<file path="src/design/lpf_pkg.sv">
`timescale 1ns / 1ps

package lpf_pkg;

    localparam int LAMP_ROWS    = 3;
    localparam int LAMP_COLUMNS = 18;
    localparam int LAMP_TOTAL   = LAMP_ROWS * LAMP_COLUMNS;

    localparam int INPUT_ROWS = 3;
    localparam int INPUT_BITS = 18;

    localparam int ROW_W   = 2;
    localparam int COL_W   = 5;
    localparam int LEVEL_W = 5;
    localparam int COUNT_W = 8;
    localparam int GAIN_W  = 16;
    localparam int Q_W     = 16;
    localparam int INT_W   = Q_W + 1;
    localparam int PROD_W  = INT_W + GAIN_W;
    localparam int STEP_W  = $clog2(Q_W);
    localparam int BRT_W   = INT_W + 5;

    localparam logic [INT_W-1:0]  ONE_Q16   = INT_W'(1) << Q_W;
    localparam logic [BRT_W-1:0]  HALF_Q16  = BRT_W'(1) << (Q_W - 1);

    localparam int REG_ADDR_W = 4;
    localparam logic [1:0] REG_WINDOW = 2'd0;
    localparam logic [1:0] REG_ATTACK = 2'd1;
    localparam logic [1:0] REG_DECAY  = 2'd2;

    localparam logic [COUNT_W-1:0] WINDOW_RESET = 8'd100;
    localparam logic [GAIN_W-1:0]  ATTACK_RESET = 16'd786;
    localparam logic [GAIN_W-1:0]  DECAY_RESET  = 16'd65208;

    typedef struct packed {
        logic [INPUT_BITS-1:0] lights_row0;
        logic [INPUT_BITS-1:0] lights_row1;
        logic [INPUT_BITS-1:0] lights_row2;
    } t_in_item;

    typedef struct packed {
        logic [ROW_W-1:0]   lamp_row;
        logic [COL_W-1:0]   lamp_column;
        logic [LEVEL_W-1:0] brightness;
        logic               last_of_run;
    } t_out_item;

    typedef struct packed {
        logic sample;
        logic load;
        logic div_step;
        logic mul;
        logic upd;
        logic emit;
    } t_dp_cmd;

    typedef struct packed {
        logic window_done;
        logic saturated;
        logic last_lamp;
        logic out_free;
    } t_dp_status;

endpackage

</file>
<file path="src/design/lamp_persistence_filter.sv">
`timescale 1ns / 1ps

// channel   direction  handshake          payload
// input     in         i_valid / o_stall  i_item (three lamp rows)
// output    out        o_valid / i_stall  o_item (row, column, brightness, last)
// config    in         apb write / read   samples, attack gain, decay factor
//
// a sample is taken only while idle; input stalls while an update run is going
// each lamp of a run steps through load, bit-serial duty division (skipped
// when its duty saturates), multiply, update, emit
// output register holds one item; run waits on i_stall at emit
// synchronous active-low reset clears counts, intensities, config, state and output valid

module lamp_persistence_filter (
    input  logic                              i_clk,
    input  logic                              i_rst_n,
    input  logic                              i_valid,
    output logic                              o_stall,
    input  lpf_pkg::t_in_item                 i_item,
    output logic                              o_valid,
    input  logic                              i_stall,
    output lpf_pkg::t_out_item                o_item,
    input  logic                              psel,
    input  logic                              penable,
    input  logic                              pwrite,
    input  logic [lpf_pkg::REG_ADDR_W-1:0]    paddr,
    input  logic [31:0]                       pwdata,
    output logic [31:0]                       prdata,
    output logic                              pready
);

    logic [lpf_pkg::COUNT_W-1:0] r_window;
    logic [lpf_pkg::GAIN_W-1:0]  r_attack;
    logic [lpf_pkg::GAIN_W-1:0]  r_decay;
    logic                        w_wr;
    logic [1:0]                  w_index;

    lpf_pkg::t_dp_cmd            w_cmd;
    lpf_pkg::t_dp_status         w_status;

    assign pready  = 1'b1;
    assign w_wr    = psel && penable && pwrite;
    assign w_index = paddr[3:2];

    always_ff @(posedge i_clk) begin
        if (!i_rst_n) begin
            r_window <= lpf_pkg::WINDOW_RESET;
            r_attack <= lpf_pkg::ATTACK_RESET;
            r_decay  <= lpf_pkg::DECAY_RESET;
        end else if (w_wr) begin
            unique case (w_index)
                lpf_pkg::REG_WINDOW: r_window <= pwdata[lpf_pkg::COUNT_W-1:0];
                lpf_pkg::REG_ATTACK: r_attack <= pwdata[lpf_pkg::GAIN_W-1:0];
                lpf_pkg::REG_DECAY:  r_decay  <= pwdata[lpf_pkg::GAIN_W-1:0];
                default: ;
            endcase
        end
    end

    always_comb begin
        unique case (w_index)
            lpf_pkg::REG_WINDOW: prdata = 32'(r_window);
            lpf_pkg::REG_ATTACK: prdata = 32'(r_attack);
            lpf_pkg::REG_DECAY:  prdata = 32'(r_decay);
            default:             prdata = '0;
        endcase
    end

    lpf_ctrl u_ctrl (
        .i_clk    (i_clk),
        .i_rst_n  (i_rst_n),
        .i_valid  (i_valid),
        .o_stall  (o_stall),
        .o_cmd    (w_cmd),
        .i_status (w_status)
    );

    lpf_dp u_dp (
        .i_clk    (i_clk),
        .i_rst_n  (i_rst_n),
        .i_cmd    (w_cmd),
        .o_status (w_status),
        .i_item   (i_item),
        .i_window (r_window),
        .i_attack (r_attack),
        .i_decay  (r_decay),
        .o_valid  (o_valid),
        .i_stall  (i_stall),
        .o_item   (o_item)
    );

endmodule

</file>
<file path="src/design/lpf_ctrl.sv">
`timescale 1ns / 1ps

module lpf_ctrl (
    input  logic                i_clk,
    input  logic                i_rst_n,
    input  logic                i_valid,
    output logic                o_stall,
    output lpf_pkg::t_dp_cmd    o_cmd,
    input  lpf_pkg::t_dp_status i_status
);

    typedef enum logic [2:0] {
        S_IDLE,
        S_LOAD,
        S_DIV,
        S_MUL,
        S_UPD,
        S_EMIT
    } t_state;

    t_state                       r_state;
    logic [lpf_pkg::STEP_W-1:0]   r_step;
    logic                         w_accept;

    assign w_accept = i_valid && (r_state == S_IDLE);
    assign o_stall  = (r_state != S_IDLE);

    always_comb begin
        o_cmd          = '0;
        o_cmd.sample   = w_accept;
        o_cmd.load     = (r_state == S_LOAD);
        o_cmd.div_step = (r_state == S_DIV);
        o_cmd.mul      = (r_state == S_MUL);
        o_cmd.upd      = (r_state == S_UPD);
        o_cmd.emit     = (r_state == S_EMIT) && i_status.out_free;
    end

    always_ff @(posedge i_clk) begin
        if (!i_rst_n) begin
            r_state <= S_IDLE;
            r_step  <= '0;
        end else begin
            unique case (r_state)
                S_IDLE: begin
                    if (w_accept && i_status.window_done) begin
                        r_state <= S_LOAD;
                    end
                end
                S_LOAD: begin
                    r_step <= '0;
                    if (i_status.saturated) begin
                        r_state <= S_MUL;
                    end else begin
                        r_state <= S_DIV;
                    end
                end
                S_DIV: begin
                    r_step <= r_step + 1'b1;
                    if (r_step == lpf_pkg::STEP_W'(lpf_pkg::Q_W - 1)) begin
                        r_state <= S_MUL;
                    end
                end
                S_MUL: begin
                    r_state <= S_UPD;
                end
                S_UPD: begin
                    r_state <= S_EMIT;
                end
                S_EMIT: begin
                    if (i_status.out_free) begin
                        if (i_status.last_lamp) begin
                            r_state <= S_IDLE;
                        end else begin
                            r_state <= S_LOAD;
                        end
                    end
                end
                default: begin
                    r_state <= S_IDLE;
                end
            endcase
        end
    end

endmodule

</file>
<file path="src/design/lpf_dp.sv">
`timescale 1ns / 1ps

module lpf_dp (
    input  logic                                 i_clk,
    input  logic                                 i_rst_n,
    input  lpf_pkg::t_dp_cmd                     i_cmd,
    output lpf_pkg::t_dp_status                  o_status,
    input  lpf_pkg::t_in_item                    i_item,
    input  logic [lpf_pkg::COUNT_W-1:0]          i_window,
    input  logic [lpf_pkg::GAIN_W-1:0]           i_attack,
    input  logic [lpf_pkg::GAIN_W-1:0]           i_decay,
    output logic                                 o_valid,
    input  logic                                 i_stall,
    output lpf_pkg::t_out_item                   o_item
);

    localparam int TOTAL = lpf_pkg::LAMP_TOTAL;

    logic [lpf_pkg::INPUT_ROWS-1:0][lpf_pkg::INPUT_BITS-1:0] w_rows;
    logic [TOTAL-1:0]                 w_hit;
    logic [lpf_pkg::COUNT_W-1:0]      w_window;
    logic [lpf_pkg::COUNT_W-1:0]      w_pos_n;

    // per-lamp counters and intensities, rotated so lamp under update sits at 0
    logic [lpf_pkg::COUNT_W-1:0]      r_count [TOTAL];
    logic [lpf_pkg::INT_W-1:0]        r_ring  [TOTAL];
    logic [lpf_pkg::COUNT_W-1:0]      r_pos;

    logic [lpf_pkg::COUNT_W-1:0]      r_rem;
    logic [lpf_pkg::Q_W-1:0]          r_quot;
    logic                             r_sat;
    logic [lpf_pkg::PROD_W-1:0]       r_prod;
    logic                             r_rise;
    logic [lpf_pkg::INT_W-1:0]        r_new;
    logic [lpf_pkg::ROW_W-1:0]        r_row;
    logic [lpf_pkg::COL_W-1:0]        r_col;
    logic                             r_out_valid;
    lpf_pkg::t_out_item               r_out_item;

    logic [lpf_pkg::COUNT_W:0]        w_rem_sh;
    logic                             w_rem_ge;
    logic [lpf_pkg::INT_W-1:0]        w_duty;
    logic [lpf_pkg::INT_W-1:0]        w_cur;
    logic                             w_rise;
    logic [lpf_pkg::INT_W-1:0]        w_mul_a;
    logic [lpf_pkg::GAIN_W-1:0]       w_mul_b;
    logic [lpf_pkg::INT_W:0]          w_sum;
    logic [lpf_pkg::BRT_W-1:0]        w_scaled;
    logic                             w_last;
    logic                             w_out_free;

    assign w_rows   = {i_item.lights_row2, i_item.lights_row1, i_item.lights_row0};
    assign w_window = (i_window == '0) ? lpf_pkg::COUNT_W'(1) : i_window;
    assign w_pos_n  = r_pos + 1'b1;

    for (genvar k = 0; k < TOTAL; k++) begin : g_hit
        localparam int R = k / lpf_pkg::LAMP_COLUMNS;
        localparam int C = k % lpf_pkg::LAMP_COLUMNS;
        if (R < lpf_pkg::INPUT_ROWS && C < lpf_pkg::INPUT_BITS) begin : g_in
            assign w_hit[k] = w_rows[R][C];
        end else begin : g_off
            assign w_hit[k] = 1'b0;
        end
    end

    always_ff @(posedge i_clk) begin
        if (!i_rst_n) begin
            for (int k = 0; k < TOTAL; k++) begin
                r_count[k] <= '0;
                r_ring[k]  <= '0;
            end
            r_pos <= '0;
        end else begin
            if (i_cmd.sample) begin
                for (int k = 0; k < TOTAL; k++) begin
                    r_count[k] <= r_count[k] + lpf_pkg::COUNT_W'(w_hit[k]);
                end
                r_pos <= (w_pos_n >= w_window) ? '0 : w_pos_n;
            end else if (i_cmd.upd) begin
                for (int k = 0; k < TOTAL - 1; k++) begin
                    r_count[k] <= r_count[k+1];
                    r_ring[k]  <= r_ring[k+1];
                end
                r_count[TOTAL-1] <= '0;
                r_ring[TOTAL-1]  <= w_sum[lpf_pkg::INT_W-1:0];
            end
        end
    end

    // restoring division, one quotient bit per cycle
    assign w_rem_sh = {r_rem, 1'b0};
    assign w_rem_ge = (w_rem_sh >= {1'b0, w_window});

    always_ff @(posedge i_clk) begin
        if (i_cmd.load) begin
            r_rem  <= r_count[0];
            r_quot <= '0;
            r_sat  <= (r_count[0] >= w_window);
        end else if (i_cmd.div_step) begin
            r_rem  <= w_rem_ge ? lpf_pkg::COUNT_W'(w_rem_sh - {1'b0, w_window})
                               : w_rem_sh[lpf_pkg::COUNT_W-1:0];
            r_quot <= {r_quot[lpf_pkg::Q_W-2:0], w_rem_ge};
        end
    end

    assign w_duty  = r_sat ? lpf_pkg::ONE_Q16 : {1'b0, r_quot};
    assign w_cur   = r_ring[0];
    assign w_rise  = (w_duty >= w_cur);
    assign w_mul_a = w_rise ? (w_duty - w_cur) : w_cur;
    assign w_mul_b = w_rise ? i_attack : i_decay;
    assign w_sum   = (r_rise ? {1'b0, w_cur} : '0)
                   + {1'b0, r_prod[lpf_pkg::PROD_W-1:lpf_pkg::Q_W]};

    always_ff @(posedge i_clk) begin
        if (i_cmd.mul) begin
            r_prod <= lpf_pkg::PROD_W'(w_mul_a) * lpf_pkg::PROD_W'(w_mul_b);
            r_rise <= w_rise;
        end
        if (i_cmd.upd) begin
            r_new <= w_sum[lpf_pkg::INT_W-1:0];
        end
    end

    // intensity times 31, rounded
    assign w_scaled = (lpf_pkg::BRT_W'(r_new) << 5) - lpf_pkg::BRT_W'(r_new)
                    + lpf_pkg::HALF_Q16;

    assign w_last = (r_row == lpf_pkg::ROW_W'(lpf_pkg::LAMP_ROWS - 1))
                 && (r_col == lpf_pkg::COL_W'(lpf_pkg::LAMP_COLUMNS - 1));
    assign w_out_free = !r_out_valid || !i_stall;

    always_ff @(posedge i_clk) begin
        if (!i_rst_n) begin
            r_row       <= '0;
            r_col       <= '0;
            r_out_valid <= 1'b0;
        end else begin
            if (i_cmd.emit) begin
                r_out_valid <= 1'b1;
                if (r_col == lpf_pkg::COL_W'(lpf_pkg::LAMP_COLUMNS - 1)) begin
                    r_col <= '0;
                    r_row <= w_last ? '0 : r_row + 1'b1;
                end else begin
                    r_col <= r_col + 1'b1;
                end
            end else if (!i_stall) begin
                r_out_valid <= 1'b0;
            end
        end
    end

    always_ff @(posedge i_clk) begin
        if (i_cmd.emit) begin
            r_out_item.lamp_row    <= r_row;
            r_out_item.lamp_column <= r_col;
            r_out_item.brightness  <=
                w_scaled[lpf_pkg::Q_W+lpf_pkg::LEVEL_W-1:lpf_pkg::Q_W];
            r_out_item.last_of_run <= w_last;
        end
    end

    assign o_valid = r_out_valid;
    assign o_item  = r_out_item;

    assign o_status.window_done = (w_pos_n >= w_window);
    assign o_status.saturated   = (r_count[0] >= w_window);
    assign o_status.last_lamp   = w_last;
    assign o_status.out_free    = w_out_free;

endmodule
</file>
<file path="config.mk">
export PLATFORM = sky130hd
export DESIGN_NAME = lamp_persistence_filter
export DESIGN_NICKNAME = d
export VERILOG_FILES = /design/src/design/lpf_pkg.sv /design/src/design/lamp_persistence_filter.sv /design/src/design/lpf_ctrl.sv /design/src/design/lpf_dp.sv
export SDC_FILE = /design/constraint.sdc
export NUM_CORES = 2
export LEC_CHECK = 0
export BUFFER_PORTS_ARGS = -buffer_cell sky130_fd_sc_hd__buf_2
export CAP_MARGIN = 10
export CORE_MARGIN = 2
export CORE_UTILIZATION = 50
export DETAILED_ROUTE_END_ITERATION = 12
export PLACE_DENSITY = 0.66
export SYNTH_ARGS = -nofsm -noshare
export SYNTH_HDL_FRONTEND = slang
export SYNTH_SLANG_ARGS = --single-unit
</file>
<file path="constraint.sdc">
create_clock -name i_clk -period 108.4 [get_ports i_clk]
set_clock_uncertainty 0.05 [all_clocks]
set_input_delay 21.68 -clock i_clk [delete_from_list [all_inputs] [get_ports i_clk]]
set_output_delay 21.68 -clock i_clk [all_outputs]
set_load 0.05 [all_outputs]
</file>
==> metrics.md <==
| Metric | Value |
|---|---|
| First-pass GRT wire length | `233 mm` |
| Routed len/inst | `17.8 µm` |
| Finished Core Util | `55.1%` |
| Startpoint type of the worst setup path | `input pin` |
| Routed Antenna Nets | `0` |
| Vias per cell | `5.44` |
| Reg2reg start | `u_dp.r_sat` |
| Gates resized, CTS repair | `0` |
| Post-place setup slack | `roughly 63 ns` |
| CTS tree | `done` |
| Top-count cell post-synth | `edfxtp_1` |
| Drt drc | `0` |
| Placeable Area | `147000 µm²` |
| Unrepaired setup endpoints after global routing | `no` |
| Post-DP HPWL | `around 87 mm` |
| Worst Tran Pin Value | `1.23 ns` |
| Total routing usage reported by global routing | `18.9%` |
| Slew margin rel. | `17.0%` |
| Min Clock Period, post-route | `45.25 ns` |
| Row count | `141` |
| Power Density | `18.4 nW/µm²` |
| Outcome | `completed` |
| Global route total overflow | `0` |
| Clk sink count | `1486` |
| Gpl congestion | `0.898` |
| Routed WL | `143 mm` |
| DR vias | `~44000` |
| Worst path slowest cell | `nor2b_1` |
| Port Buffers | `109` |
| Period utilization | `41.7%` |
| Top cells by count, synth | `edfxtp_1 (1399), and3_1 (643), nand2_1 (593)` |
| H-tree depth | `4` |
| Crit path DAT | `23.52 ns` |
| Top_reg_cell synth | `edfxtp_1` |
| Largest area contributor in the netlist | `edfxtp_1` |
| CTS buffer count | `between 150 and 200` |
| Initial core utilization | `50.3%` |
| Final setup margin | `~63 ns` |
| Layout cell share with drive strength beyond 1 | `6.90%` |
| Cell area after synthesis | `74000 µm²` |
| Dpl cells | `around 7700` |
| P_leak | `around 34 nW` |
| Critical Path, Cell by Cell | `buf_2, nor2b_1, a22o_1, buf_2` |
| Post-Syn Area per Cell | `12.4 µm²` |
| Post-Layout Cell Count | `8036` |
| CP startpoint | `paddr[2]` |
| Die height | `389 µm` |
| CP Max Fanout | `14` |
| CP Buf/Inv Count | `2` |
| Antenna violations before repair | `16` |
| Max clock buf depth | `3` |
| Setup TNS | `0 ns` |
| Yosys warnings | `0` |
| Post CTS Setup Buffer Count | `0` |
| Asr flop ratio synth | `0%` |
| CP Class | `in -> out` |
| VDD IR-drop max | `0.0000225 V` |
| Final net count | `6578` |
| WP data required | `86.67 ns` |
| CP delay by family, top | `simple AND/OR/NAND/NOR gates` |
| Syn Inst Count | `5985` |
| Clk Tree Root Cell | `clkbuf_16` |
| Slew Limit Fails | `0` |
| Top post-synthesis cells by area | `edfxtp_1 (57%), fa_1 (5.7%), and3_1 (5.4%), ha_1 (5.0%), and2_1 (3.2%)` |
| Final Hold Viols | `0` |
| CP Capture Type | `primary output` |
| Number of flops mapped to enable cells by yosys | `1399` |
| Clock latency on the worst-skew pair | `0.78 ns` |
| Post-synthesis cell type count | `66` |
| Yosys top cell area share | `a little under three fifths` |
| Fmax | `roughly 22 MHz` |
| # IOs | `around 150` |
| CTS hold repair buffers | `0` |
| Drt pass-1 iters | `7` |
| Power Total | `approximately 1.5 mW` |
| Die area | `151000 µm²` |
| Chip width | `389 µm` |
| Worst Hold Class | `reg -> reg` |
| Area growth syn-to-layout | `9.69%` |
| Maxcap violations | `0` |
| Hold Path Origin | `u_dp.r_quot[15]` |
| Vias in the first global route | `43200` |
| Crit path top cell by count | `buf_2` |
| Slowest cell delay on critical path | `0.86 ns` |
| Synthesized flop and latch total | `1486` |
| Sequential area share after synthesis | `between 50 and 60%` |
| Largest net degree at the start of global routing | `241` |
| 1st-iter DRT viols | `about 3500` |
| Clock slew at reported path FFs | `0.06 ns` |
| Final setup vio count | `0` |
## flip-flops by register name (all words and copies together), names as in the netlist, 4 cells and up
| signal | count |
|---|---|
| u_dp.r_ring | 918 |
| u_dp.r_count | 432 |
| u_dp.r_new | 17 |
| u_dp.r_prod | 17 |
| r_attack | 16 |
| r_decay | 16 |
| u_dp.r_quot | 16 |
| u_dp.o_item | 13 |
| r_window | 8 |
| u_dp.r_pos | 8 |
| u_dp.r_rem | 8 |
| u_dp.r_col | 5 |
| u_ctrl.r_step | 4 |
## layout make-up
cell class	count	area [µm²]
Timing Repair Buffer	164	1020
Tap cell	1930	2410
Sequential cell	1486	43800
Multi-Input combinational cell	3852	27900
Fill cell	12300	66100
Antenna cell	4	10.0
Inverter	313	1170
Clock inverter	90	857
Clock buffer	197	4130
## metrics by stage
step                      hold WS (ns)  area (µm²)
after floorplan                  0.385       74100
after global placement           0.401       76200
after detailed placement         0.413       76200
after CTS                        0.431       81200
after global routing             0.449       81200
final                            0.428       81200
## worst paths after layout
path,end,slack (ns),depth (start not counted)
worst max register to register,u_dp.r_prod[32],98.36,32
worst max-delay path,prdata[9],63.15,4
worst min-delay path,u_dp.r_quot[15],0.43,1
worst min register to register,u_dp.r_quot[15],0.43,1
## cells in the final DEF (no fill, tap or decap), types with 19 or more instances in the layout
cell,netlist,layout
a21boi_0,33,33
a21o_1,52,52
a21oi_1,81,79
a22o_1,183,183
and2_1,378,377
and3_1,643,643
buf_2,9,108
buf_4,17,51
clkbuf_1,315,35
clkbuf_16,0,157
clkinv_1,2,31
clkinv_2,0,30
dfxtp_1,87,87
edfxtp_1,1399,1399
fa_1,210,210
ha_1,297,297
inv_1,311,311
nand2_1,593,593
nand2b_1,21,19
nand3_1,209,209
nor2_1,212,210
nor2b_1,34,34
o21ai_0,346,344
xnor2_1,156,156
xor2_1,238,238
## power breakdown
group          internal (mW)  switching [mW]
Combinational          0.117           0.174
Clock                  0.288           0.230
Sequential             0.667          0.0154
Total                   1.07           0.420
## worst register-to-register path, delay by kind of cell, from the launching register on
kind,cells,cell delay (ns)
buffers and inverters,7,1.06
adder cells (fa/ha/maj),8,3.86
AND/OR/NAND/NOR,6,0.85
XOR/XNOR,1,0.15
flip-flops,1,0.67
AO/OA/AOI/OAI,10,3.07
## metal layers
layer  GRT usage (%)  vias to the layer above  routed length (µm)
li1                -                    21200                   -
met1            28.2                    21700               69200
met2            28.9                      682               65100
met3            2.88                      218                5590
met4            5.07                        0                3350
met5               0                        -                   0
## logic make-up after synthesis
| kind of cell | count (synthesis) | synth area share (%) |
|---|---|---|
| simple gates | 2132 | 14.9 |
| flops | 1486 | 59.1 |
| compound gates | 782 | 6.86 |
| buf+inv | 662 | 3.47 |
| fa+ha+maj | 507 | 10.7 |
| xor+xnor | 395 | 4.68 |
| mux | 19 | 0.259 |
| other cells | 2 | 0.0101 |
No activity file was read; power rests on OpenSTA's default activity.
